**src/design/text_console_writer_assert.svh**
```systemverilog
// Assertion macros used by tcw_ctrl of the text console writer RTL.
// Each macro samples on clk and is disabled while rst is high.
`ifndef TEXT_CONSOLE_WRITER_ASSERT_SVH
`define TEXT_CONSOLE_WRITER_ASSERT_SVH

// A condition that must hold at every clock edge outside reset.
`define TCW_ASSERT(label, expr, msg) \
  label: assert property (@(posedge clk) disable iff (rst) (expr)) else $error(msg);

// A condition that must hold in the cycle after a trigger.
`define TCW_ASSERT_NEXT(label, trig, expr, msg) \
  label: assert property (@(posedge clk) disable iff (rst) (trig) |=> (expr)) else $error(msg);

`endif

```
**src/design/tcw_pkg.sv**
```systemverilog
// Shared constants, command codes and beat layouts for the text console writer.
// No dependencies; imported by text_console_writer and tcw_ctrl.
package tcw_pkg;

  // Screen geometry.
  localparam int COLUMNS = 80;
  localparam int ROWS    = 25;
  localparam int CELLS   = COLUMNS * ROWS;

  // Field widths.
  localparam int POS_W  = 11;
  localparam int CELL_W = 16;
  localparam int BYTE_W = 8;
  localparam int MODE_W = 4;

  // Derived widths for the buffer address, sweep counter, column and row.
  localparam int ADDR_W  = $clog2(CELLS);
  localparam int SWEEP_W = $clog2(CELLS + 1);
  localparam int COL_W   = $clog2(COLUMNS);
  localparam int ROW_W   = $clog2(ROWS);

  localparam logic [POS_W-1:0]  LAST_CELL  = POS_W'(CELLS - 1);
  localparam logic [ADDR_W-1:0] SCROLL_END = ADDR_W'(CELLS - COLUMNS);
  localparam logic [COL_W-1:0]  COL_LAST   = COL_W'(COLUMNS - 1);

  // Reciprocal of COLUMNS for splitting a cell index into row and column.
  localparam int RECIP_SH = 16;
  localparam int RECIP    = (1 << RECIP_SH) / COLUMNS;
  localparam int PROD_W   = POS_W + RECIP_SH;

  // Cell masks.
  localparam logic [CELL_W-1:0] CHAR_KEEP_MASK = 16'hFF00;
  localparam logic [CELL_W-1:0] ATTR_KEEP_MASK = 16'h00FF;
  localparam logic [CELL_W-1:0] FG_KEEP_MASK   = 16'hF0FF;
  localparam logic [BYTE_W-1:0] NIBBLE_MASK    = 8'h0F;

  // Control characters understood when printing.
  localparam logic [BYTE_W-1:0] CH_NEWLINE   = 8'd10;
  localparam logic [BYTE_W-1:0] CH_BACKSPACE = 8'd8;

  // Command codes carried in tuser.
  typedef enum logic [MODE_W-1:0] {
    MODE_PRINT      = 4'd0,
    MODE_WRITE_CHAR = 4'd1,
    MODE_WRITE_ATTR = 4'd2,
    MODE_WRITE_CELL = 4'd3,
    MODE_READ       = 4'd4,
    MODE_SET_FG     = 4'd5,
    MODE_CURSOR     = 4'd6,
    MODE_FILL       = 4'd7,
    MODE_SCROLL     = 4'd8
  } mode_t;

  // Input tdata, last declared field in the lowest bits.
  typedef struct packed {
    logic [4:0]        pad;
    logic [CELL_W-1:0] cell_word;
    logic [BYTE_W-1:0] attr;
    logic [BYTE_W-1:0] char_code;
    logic [POS_W-1:0]  position;
  } in_beat_t;

  // Output tdata, last declared field in the lowest bits.
  typedef struct packed {
    logic [4:0]        pad;
    logic [POS_W-1:0]  cursor_position;
    logic [CELL_W-1:0] read_cell;
  } out_beat_t;

  localparam int IN_TDATA_W  = $bits(in_beat_t);
  localparam int OUT_TDATA_W = $bits(out_beat_t);

  // Port of the screen buffer as driven by the controller.
  typedef struct packed {
    logic              rd_en;
    logic [ADDR_W-1:0] rd_addr;
    logic              wr_en;
    logic [ADDR_W-1:0] wr_addr;
    logic [CELL_W-1:0] wr_data;
  } ram_req_t;

endpackage

```
**src/design/tcw_ctrl.sv**
```systemverilog
// Command sequencer of the text console writer: cursor, read-modify-write and sweeps.
// Depends on tcw_pkg and text_console_writer_assert.svh; drives the tcw_ram port.
`include "text_console_writer_assert.svh"

module tcw_ctrl (
  input  logic                     clk,
  input  logic                     rst,
  input  logic                     cmd_valid,
  output logic                     cmd_ready,
  input  tcw_pkg::mode_t           cmd_mode,
  input  logic [tcw_pkg::POS_W-1:0]  cmd_position,
  input  logic [tcw_pkg::BYTE_W-1:0] cmd_char,
  input  logic [tcw_pkg::BYTE_W-1:0] cmd_attr,
  input  logic [tcw_pkg::CELL_W-1:0] cmd_word,
  output tcw_pkg::ram_req_t        ram_req,
  input  logic [tcw_pkg::CELL_W-1:0] ram_rd_data,
  input  logic                     out_free,
  output logic                     res_valid,
  output logic [tcw_pkg::CELL_W-1:0] res_cell,
  output logic [tcw_pkg::POS_W-1:0]  res_cursor
);
  import tcw_pkg::*;

  typedef enum logic [2:0] {ST_CLEAR, ST_IDLE, ST_EXEC, ST_SWEEP, ST_DONE} state_t;

  state_t               state;
  logic [POS_W-1:0]     cursor;
  logic [COL_W-1:0]     col;
  logic [SWEEP_W-1:0]   sweep_idx;
  logic                 wr_pend;
  logic [ADDR_W-1:0]    wr_idx;
  mode_t                item_mode;
  logic [BYTE_W-1:0]    item_char;
  logic [BYTE_W-1:0]    item_attr;
  logic [CELL_W-1:0]    item_word;
  logic                 item_in_range;
  logic [ADDR_W-1:0]    item_addr;
  logic [POS_W-1:0]     item_pos;
  logic [ROW_W-1:0]     quot;
  logic [CELL_W-1:0]    res_cell_r;

  logic                 accept;
  logic                 in_range_in;
  logic [POS_W-1:0]     pos_clamped;
  logic [POS_W-1:0]     cursor_dec;
  logic [ADDR_W-1:0]    idle_addr;
  logic [PROD_W-1:0]    quot_prod;
  logic                 sweep_live;
  logic [ADDR_W-1:0]    sweep_src;
  logic [CELL_W-1:0]    sweep_data;
  logic [POS_W-1:0]     rem_raw;
  logic [COL_W:0]       rem_w;
  logic [COL_W-1:0]     rem_col;
  logic [POS_W:0]       nl_sum;
  logic [POS_W-1:0]     cursor_next;
  logic [COL_W-1:0]     col_next;
  logic                 exec_we;
  logic [CELL_W-1:0]    exec_data;
  logic [CELL_W-1:0]    cell_out;

  assign cmd_ready = (state == ST_IDLE);
  assign accept    = cmd_valid && cmd_ready;

  // Decode of the incoming beat: range check, clamp and read address.
  assign in_range_in = (cmd_position <= LAST_CELL);
  assign pos_clamped = in_range_in ? cmd_position : LAST_CELL;
  assign cursor_dec  = cursor - POS_W'(1);
  always_comb begin
    if (cmd_mode == MODE_PRINT) begin
      idle_addr = (cmd_char == CH_BACKSPACE) ? cursor_dec[ADDR_W-1:0] : cursor[ADDR_W-1:0];
    end else begin
      idle_addr = cmd_position[ADDR_W-1:0];
    end
  end

  // Row estimate of a new cursor by reciprocal multiplication; may be one low.
  assign quot_prod = PROD_W'(pos_clamped) * PROD_W'(RECIP);

  // Column of the new cursor, corrected for a low row estimate.
  assign rem_raw = item_pos - (POS_W'(quot) * POS_W'(COLUMNS));
  assign rem_w   = rem_raw[COL_W:0];
  assign rem_col = (rem_w >= (COL_W + 1)'(COLUMNS)) ? COL_W'(rem_w - (COL_W + 1)'(COLUMNS))
                                                    : rem_w[COL_W-1:0];

  // Start of the next row for a newline, before clamping.
  assign nl_sum = (POS_W + 1)'(cursor) + (POS_W + 1)'(COLUMNS) - (POS_W + 1)'(col);

  // Sweep addressing: scroll reads one row ahead except in the bottom row.
  assign sweep_live = (sweep_idx < SWEEP_W'(CELLS));
  assign sweep_src  = (sweep_idx[ADDR_W-1:0] < SCROLL_END)
                    ? sweep_idx[ADDR_W-1:0] + ADDR_W'(COLUMNS) : sweep_idx[ADDR_W-1:0];
  always_comb begin
    if (state == ST_CLEAR) begin
      sweep_data = '0;
    end else if (item_mode == MODE_FILL) begin
      sweep_data = {item_attr, item_char};
    end else if (wr_idx < SCROLL_END) begin
      sweep_data = ram_rd_data;
    end else begin
      sweep_data = ram_rd_data & CHAR_KEEP_MASK;
    end
  end

  // Command execution once the addressed cell has been read.
  always_comb begin
    cursor_next = cursor;
    col_next    = col;
    exec_we     = 1'b0;
    exec_data   = ram_rd_data;
    cell_out    = '0;
    unique case (item_mode)
      MODE_PRINT: begin
        if (item_char == CH_NEWLINE) begin
          if (nl_sum > (POS_W + 1)'(LAST_CELL)) begin
            cursor_next = LAST_CELL;
            col_next    = COL_LAST;
          end else begin
            cursor_next = nl_sum[POS_W-1:0];
            col_next    = '0;
          end
        end else if (item_char == CH_BACKSPACE) begin
          if (cursor == '0) begin
            cursor_next = LAST_CELL;
            col_next    = COL_LAST;
          end else begin
            cursor_next = cursor_dec;
            col_next    = (col == '0) ? COL_LAST : col - COL_W'(1);
            exec_we     = 1'b1;
            exec_data   = ram_rd_data & CHAR_KEEP_MASK;
          end
        end else begin
          exec_we   = 1'b1;
          exec_data = {ram_rd_data[CELL_W-1:BYTE_W], item_char};
          if (cursor != LAST_CELL) begin
            cursor_next = cursor + POS_W'(1);
            col_next    = (col == COL_LAST) ? '0 : col + COL_W'(1);
          end
        end
      end
      MODE_WRITE_CHAR: begin
        exec_we   = item_in_range;
        exec_data = {ram_rd_data[CELL_W-1:BYTE_W], item_char};
      end
      MODE_WRITE_ATTR: begin
        exec_we   = item_in_range;
        exec_data = {item_attr, ram_rd_data[BYTE_W-1:0]};
      end
      MODE_WRITE_CELL: begin
        exec_we   = item_in_range;
        exec_data = item_word;
      end
      MODE_READ: begin
        cell_out = item_in_range ? ram_rd_data : '0;
      end
      MODE_SET_FG: begin
        exec_we   = item_in_range;
        exec_data = (ram_rd_data & FG_KEEP_MASK) | {item_attr & NIBBLE_MASK, 8'h00};
      end
      MODE_CURSOR: begin
        cursor_next = item_pos;
        col_next    = rem_col;
      end
      default: begin
      end
    endcase
  end

  // Buffer port selection by state.
  always_comb begin
    ram_req = '0;
    unique case (state)
      ST_IDLE: begin
        ram_req.rd_en   = accept;
        ram_req.rd_addr = idle_addr;
      end
      ST_EXEC: begin
        ram_req.wr_en   = exec_we;
        ram_req.wr_addr = item_addr;
        ram_req.wr_data = exec_data;
      end
      ST_CLEAR, ST_SWEEP: begin
        ram_req.rd_en   = sweep_live;
        ram_req.rd_addr = sweep_src;
        ram_req.wr_en   = wr_pend;
        ram_req.wr_addr = wr_idx;
        ram_req.wr_data = sweep_data;
      end
      default: begin
      end
    endcase
  end

  // Result toward the output register.
  assign res_valid  = ((state == ST_EXEC) || (state == ST_DONE)) && out_free;
  assign res_cursor = (state == ST_EXEC) ? cursor_next : cursor;
  assign res_cell   = (state == ST_EXEC) ? cell_out : res_cell_r;

  // Sequencer state, cursor and item registers.
  always_ff @(posedge clk) begin
    if (rst) begin
      state     <= ST_CLEAR;
      cursor    <= '0;
      col       <= '0;
      sweep_idx <= '0;
      wr_pend   <= 1'b0;
    end else begin
      unique case (state)
        ST_CLEAR, ST_SWEEP: begin
          if (sweep_live) begin
            wr_idx    <= sweep_idx[ADDR_W-1:0];
            wr_pend   <= 1'b1;
            sweep_idx <= sweep_idx + SWEEP_W'(1);
          end else begin
            wr_pend <= 1'b0;
            if (state == ST_CLEAR) begin
              state <= ST_IDLE;
            end else begin
              state <= ST_DONE;
              if (item_mode == MODE_FILL) begin
                cursor <= '0;
                col    <= '0;
              end else if (cursor < POS_W'(COLUMNS)) begin
                cursor <= LAST_CELL;
                col    <= COL_LAST;
              end else begin
                cursor <= cursor - POS_W'(COLUMNS);
              end
            end
          end
        end
        ST_IDLE: begin
          if (accept) begin
            item_mode     <= cmd_mode;
            item_char     <= cmd_char;
            item_attr     <= cmd_attr;
            item_word     <= cmd_word;
            item_in_range <= in_range_in;
            item_addr     <= idle_addr;
            item_pos      <= pos_clamped;
            quot          <= quot_prod[RECIP_SH +: ROW_W];
            res_cell_r    <= '0;
            if ((cmd_mode == MODE_FILL) || (cmd_mode == MODE_SCROLL)) begin
              state     <= ST_SWEEP;
              sweep_idx <= '0;
              wr_pend   <= 1'b0;
            end else begin
              state <= ST_EXEC;
            end
          end
        end
        ST_EXEC: begin
          cursor     <= cursor_next;
          col        <= col_next;
          res_cell_r <= cell_out;
          state      <= out_free ? ST_IDLE : ST_DONE;
        end
        ST_DONE: begin
          if (out_free) begin
            state <= ST_IDLE;
          end
        end
        default: begin
          state <= ST_IDLE;
        end
      endcase
    end
  end

  `TCW_ASSERT(a_cursor_in_screen, cursor <= LAST_CELL, "cursor left the screen")
  `TCW_ASSERT(a_col_in_row, col <= COL_LAST, "column tracker out of range")
  `TCW_ASSERT(a_no_write_on_accept, !(accept && ram_req.wr_en), "buffer write while accepting")
  `TCW_ASSERT_NEXT(a_single_result, res_valid, !res_valid, "result delivered twice")

endmodule
```
**config.mk**
```make
export PLATFORM = sky130hd
export DESIGN_NAME = tcw_ctrl
export DESIGN_NICKNAME = d
export VERILOG_FILES = /design/src/design/tcw_pkg.sv /design/src/design/tcw_ctrl.sv
export VERILOG_INCLUDE_DIRS = /design/src /design/src/design
export SDC_FILE = /design/constraint.sdc
export NUM_CORES = 1
export LEC_CHECK = 0
export ABC_AREA = 1
export ABC_CLOCK_PERIOD_IN_PS = 5650
export BUFFER_PORTS_ARGS = -buffer_cell sky130_fd_sc_hd__buf_2
export CAP_MARGIN = 20
export CORE_ASPECT_RATIO = 0.6
export CORE_MARGIN = 2
export CORE_UTILIZATION = 35
export DETAILED_ROUTE_END_ITERATION = 16
export SYNTH_ARGS = -nofsm -noshare
export SYNTH_HDL_FRONTEND = slang
export SYNTH_SLANG_ARGS = --single-unit
```
**constraint.sdc**
```tcl
create_clock -name clk -period 5.65 [get_ports clk]
set_input_delay 0.8475 -clock clk [delete_from_list [all_inputs] [get_ports clk]]
set_output_delay 0.8475 -clock clk [all_outputs]
set_load 0.03 [all_outputs]
```
==> impl_metrics.py, run 1 <==
metrics = {
    "status": {
        "status": "finished, final reports clean",
    },
    "yosys": {
        "yosysTopAreaCell": "edfxtp_1",
        "synth_edf_count": 90,
        "syn_inst": 1395,
        "yosysWarnings": 0,
        "synth_flop_cell": "edfxtp_1",
        "synth_seq_area_share": 0.316,
        "yosys-top-cells-area": "edfxtp_1 25%, ha_1 12%, nand2_1 11%",
        "synth_area_um2": 10600,
        "synth-seq-cells": 123,
        "yosysUniqueCellTypes": 56,
        "syn_area_per_cell_um2": 7.63,
        "synth_top_area_share": 0.254,
        "synth_commonest_cells": "309 x nand2_1, 196 x inv_1, 128 x o21ai_0",
        "async_flop_share": 0,
        "synth_nets": 1590,
        "synth.most_common_cell": "nand2_1",
    },
    "timing": {
        "setup_viol": 0,
        "slew_violations": 0,
        "fin_skew_ps": 11.3,
        "timing.fmax_mhz": 190,
        "relSlewSlack": 0.329,
        "rsz0062_at_grt": "false",
        "final-hold-violation-count": 0,
        "period_share": 0.930,
        "period_needed_ps": 5250,
        "final.setup.tns_ps": 0,
        "tightest_slew_ps": 1000,
    },
    "worst_setup_path": {
        "path_max_fanout": 5,
        "crit_top_cell": "fa_1",
        "crit_family": "adder cells",
        "slowest_stage": "fa_1",
        "crit_chain": "buf_2, o2111ai_1, inv_1, nor2_1, ha_1, fa_1, fa_1, inv_1, fa_1, inv_1, fa_1, ha_1, a21oi_1, o21ai_0, a211oi_1, nand2_1, xor2_1",
        "slowest_delay_ps": 550,
        "cp.arrival_ps": 5430,
        "cp.depth": 17,
        "reg2reg_depth": 18,
        "rr_startpoint": "cursor[4]",
        "r2r_end": "cursor[5]",
        "cp-endpoint": "quot[1]",
        "reg2reg_slack_ps": 2430,
        "critPathLaunchType": "input pin",
        "cp_num_buf_inv": 4,
        "crit_start": "cmd_position[4]",
        "cp.required_ps": 5820,
        "critPathCaptureType": "flop",
        "critical_path_class": "in -> reg",
    },
    "cts": {
        "cts_sinks": 123,
        "clock_insertion_delay_worst_skew_ps": 430,
        "cts_buffers": 17,
        "cts-root-buf": "clkbuf_16",
        "cts_tree": "yes",
        "cts_hold_buffers": 0,
        "cts.repair.resized": 0,
        "htree_levels": 4,
        "cts_setup_buffers": 0,
        "clockBufferDepth": 2,
        "clkSlewWorstSetupHoldPaths_ps": 60,
    },
    "floorplan": {
        "ios": 136,
        "die_area_um2": 31900,
        "core_um2": 29900,
        "initial_core_util": 0.356,
        "rows": 49,
        "fp.dieW_um": 229,
        "fp.dieH_um": 139,
    },
    "flow_run": {
        "maxCapViolCount": 0,
    },
    "drt": {
        "wl_um": 35200,
        "drc": 0,
        "first_pass_iters": 6,
        "wl_per_cell_um": 18.1,
        "vias": 10200,
        "viasPerCell": 5.28,
        "postRouteAntennaNets": 0,
        "dr.first_iter.drc_count": 1015,
    },
    "global_routing": {
        "grt_first_pass_wirelength_um": 54200,
        "antenna_found_initial": 0,
        "grt_max_degree": 38,
        "grt_pass1_vias": 9503,
        "grt_use_total": 0.219,
        "overflow": 0,
    },
    "cells_and_area": {
        "drive_above_1_share": 0.142,
        "areaGrowthSynthToFinish_pct": 16.6,
        "finalNonFillerCells": 1939,
        "layout.nets": 1713,
        "antenna_cells": 0,
    },
    "placement": {
        "placed_cells": 1906,
        "gp_congestion": 0.947,
        "portBuffers": 135,
        "dpl.hpwl_um": 27700,
    },
    "power": {
        "vdd_drop_max_mv": 0.475,
        "power.density_nw_per_um2": 378,
        "leakage_uw": 0.00577,
    },
    "hold_path": {
        "min_from": "wr_pend",
        "hold_path.class": "reg -> reg",
    },
}
[kinds of logic (layout without fill, tap and decap cells)]
| logic type | Yosys count | count (layout) | synth area share |
|---|---|---|---|
| AOI/OAI and AO/OA | 295 | 295 | 0.160 |
| xor gates and xnor gates | 39 | 39 | 0.0321 |
| adders and majority gates | 128 | 128 | 0.169 |
| buffers and inverters | 248 | 384 | 0.0886 |
| DFF | 123 | 123 | 0.316 |
| and+or+nand+nor | 562 | 562 | 0.235 |
[worst min path at each step]
stage,end,depth (start not counted)
2_1_floorplan,wr_idx[9],0
3_5_place_dp,wr_idx[1],0
4_1_cts,wr_idx[1],0
5_1_grt,wr_pend,2
3_3_place_gp,wr_idx[1],0
6_report,wr_pend,2
[stage by stage]
step                power [uW]  area, um2  hold slack (ps)  setup slack, ps  utilization
floorplan                 2810      10600              407              467            -
global placement          3470      11700              448             80.6        0.393
detailed placement        3460      11700              460             41.9        0.393
CTS                       4680      12400              475              490        0.414
global route              4990      12400              481              249        0.415
finish                    4690      12400              472              396        0.415
[sequential cells by signal (all words and copies together), names as in the netlist, 8 cells and up]
register / flops
wr_idx: 11
sweep_idx: 11
item_char: 8
item_word: 16
item_pos: 11
res_cell_r: 16
cursor: 11
item_addr: 11
item_attr: 8
[area by class of cell]
type	instances	area [um2]
Clock buffer	20	500
Clock inverter	12	146
Fill cell	3071	17500
Inverter	207	777
Multi-Input combinational cell	1024	6350
Sequential cell	123	3360
Tap cell	408	510
Timing Repair Buffer	145	763
[layout by cell type (no fill, tap or decap), drive strengths merged, types with 2 or more instances in the layout]
master and n:
a22oi 3, o31ai 4, nor4 8, a21o 18, a31oi 7, xnor2 9
buf 145, a32o 5, o21bai 2, xor2 30, nor3 29, ha 102
or2 4, o21ai 130, a22o 8, clkinv 11, inv 206, a21oi 92
nand4 15, o211ai 6, nand3b 4, nor3b 6, bufinv 2, o22ai 4
a211oi 3, edfxtp 90, nor2 98, nand3 79, dfxtp 33, nand2 316
clkbuf 20, fa 26, o221ai 9
[layer usage]
layer  global-route usage  wire length, um  share of wire
met5                    0                0              0
met4               0.0625              535          0.015
met3               0.0477             3330          0.095
met2                0.289            13800           0.39
met1                0.347            17500           0.50
[power by group]
part           internal (uW)  switching, uW
combinational            717           1600
sequential              1100           73.2
clock                    739            462
total                   2560           2130
[worst min-delay path, delay by kind of cell, from the launching register on]
kind / cells / cell delay (ps)
flip-flops: 1 / 310
AND/OR/NAND/NOR: 1 / 60
AO/OA/AOI/OAI: 1 / 50
(Power assumes the default switching activity.)
==> run 2: changes to the inputs <==
--- a/config.mk
+++ b/config.mk
@@ -8,12 +8,12 @@
 export LEC_CHECK = 0
 export ABC_AREA = 1
 export ABC_CLOCK_PERIOD_IN_PS = 5650
-export BUFFER_PORTS_ARGS = -buffer_cell sky130_fd_sc_hd__buf_2
 export CAP_MARGIN = 20
 export CORE_ASPECT_RATIO = 0.6
 export CORE_MARGIN = 2
 export CORE_UTILIZATION = 35
 export DETAILED_ROUTE_END_ITERATION = 16
+export DONT_BUFFER_PORTS = 1
 export SYNTH_ARGS = -nofsm -noshare
 export SYNTH_HDL_FRONTEND = slang
 export SYNTH_SLANG_ARGS = --single-unit
==> impl_metrics.py, run 2 (same netlist as run 1, synthesis figures left out) <==
metrics = {
    "status": {
        "status": "finished, final reports clean",
    },
    "timing": {
        "slew_violations": 0,
        "period_needed_ps": 5140,
        "rsz0062_at_grt": "false",
        "setup_slack_ps": 508,
        "final.setup.tns_ps": 0,
        "setup_viol": 0,
        "relSlewSlack": 0.199,
        "fin_hold_ws_ps": 469,
        "tightest_slew_ps": 1190,
        "period_share": 0.910,
        "timing.fmax_mhz": 194,
        "final-hold-violation-count": 0,
        "fin_skew_ps": 10.7,
    },
    "power": {
        "power.density_nw_per_um2": 386,
        "leakage_uw": 0.00513,
        "vdd_drop_max_mv": 0.355,
    },
    "worst_setup_path": {
        "crit_chain": "inv_1, nor2_1, o2111ai_1, inv_1, nor2_1, ha_1, fa_1, fa_1, inv_1, fa_1, inv_1, fa_1, ha_1, a21oi_1, o21ai_0, a211oi_1, nand2_1, xor2_1",
        "reg2reg_depth": 16,
        "critPathLaunchType": "input pin",
        "cp.arrival_ps": 5320,
        "reg2reg_slack_ps": 2450,
        "cp.required_ps": 5820,
        "r2r_end": "cursor[4]",
        "rr_startpoint": "cursor[7]",
        "slowest_stage": "fa_1",
        "crit_family": "adder cells",
        "slowest_delay_ps": 540,
        "cp_num_buf_inv": 4,
        "path_max_fanout": 6,
        "critPathCaptureType": "flop",
        "critical_path_class": "in -> reg",
    },
    "cells_and_area": {
        "largestRegisters": "item_word x16, res_cell_r x16",
        "stdcell_area_um2": 11700,
        "register_area_um2": 3360,
        "mostFrequentLayoutCell": "nand2_1",
        "areaGrowthSynthToFinish_pct": 9.52,
        "antenna_cells": 0,
        "drive_above_1_share": 0.0567,
        "layout.nets": 1575,
        "multi_input_area_um2": 6350,
        "nFillCells": 3121,
        "final_cell_mix": "309 x nand2_1, 196 x inv_1, 128 x o21ai_0",
    },
    "cts": {
        "cts_buffers": 17,
        "cts_sinks": 123,
        "cts_hold_buffers": 0,
        "cts.repair.resized": 0,
        "htree_levels": 4,
        "cts-root-buf": "clkbuf_16",
        "clkSlewWorstSetupHoldPaths_ps": 60,
        "cts_setup_buffers": 0,
        "clockBufferDepth": 2,
        "cts_tree": "yes",
        "clock_insertion_delay_worst_skew_ps": 430,
    },
    "drt": {
        "dr.first_iter.drc_count": 1087,
        "first_pass_iters": 5,
        "drc": 0,
        "viasPerCell": 5.43,
        "vias": 9775,
        "wl_per_cell_um": 19.5,
        "postRouteAntennaNets": 0,
        "wl_um": 35000,
    },
    "placement": {
        "placed_area_um2": 11100,
        "dpl.hpwl_um": 27800,
        "gp_congestion": 0.952,
        "portBuffers": 0,
        "place_ws_ps": 92.7,
    },
    "floorplan": {
        "fp.dieH_um": 139,
        "die_area_um2": 31900,
        "ios": 136,
        "fp.dieW_um": 229,
        "core_um2": 29900,
        "initial_core_util": 0.356,
        "rows": 49,
    },
    "global_routing": {
        "overflow": 0,
        "grt_max_degree": 53,
        "grt_pass1_vias": 8784,
        "grt_use_total": 0.218,
        "antenna_found_initial": 0,
        "grt_first_pass_wirelength_um": 53900,
    },
    "hold_path": {
        "hold_path.class": "reg -> reg",
        "min_path_cells": 2,
        "min_from": "wr_pend",
        "holdPathEnd": "wr_pend",
    },
    "flow_run": {
        "maxCapViolCount": 0,
    },
}
## run 2: changes by cell type in the layout (fill, tap and decap cells not counted), moves of 2 or more
cell / delta
buf_2: -135
clkinv_4: -4
clkbuf_16: -3
inv_6: +3
buf_4: -2
clkinvlp_4: +2
## run 2: layer usage
layer,part of all wire,track usage,vias to the layer above,routed length [um]
li1,-,-,4669,-
met1,0.49,0.343,4590,17100
met2,0.39,0.292,482,13800
met3,0.11,0.0617,34,3700
met4,0.012,0.0390,0,412
met5,0,0,-,0
## run 2: area by class of cell
cell class,count,share of cell area
tap,408,0.0438
clock inverter,15,0.0153
multi-input combinational,1024,0.545
timing repair buffer,7,0.00451
sequential,123,0.288
clock buffer,17,0.0365
inverter,207,0.0666
## run 2: worst reg2reg max path, stage by stage (launching register included)
cell,delay (ps)
dfxtp_1,600
clkinv_1,460
ha_1,510
inv_1,80
nor2_1,130
inv_1,70
nor2_1,130
nand3_1,110
nand3_1,90
nand2_1,50
nand2_1,310
nand2_1,100
nand2_1,100
nand2_1,60
nand2_1,50
nand2_1,120
a21oi_1,170
## run 2: report_power, final
group          total, uW  switching, uW  internal, uW
Sequential          1170           73.0          1100
Combinational       2170           1560           611
Clock               1150            484           666
Total               4500           2120          2380
## run 2: how the worst max path moves through the flow
stage,start,end,slack (ps),cells after the start
detailed placement,cmd_position[10],quot[1],90,18
finish,cmd_position[10],quot[1],510,18
global route,cmd_position[10],quot[1],230,18
global placement,cmd_position[4],quot[1],150,16
CTS,cmd_position[10],quot[1],550,18
floorplan,cmd_position[10],quot[1],470,18
## run 2: metrics by stage
stage | power (uW) | instances | util
after floorplan | 2810 | 1395 | -
after global placement | 3320 | 1766 | 0.369
after detailed placement | 3330 | 1769 | 0.370
after CTS | 4490 | 1801 | 0.390
after global routing | 4780 | 1801 | 0.390
final | 4500 | 1801 | 0.390
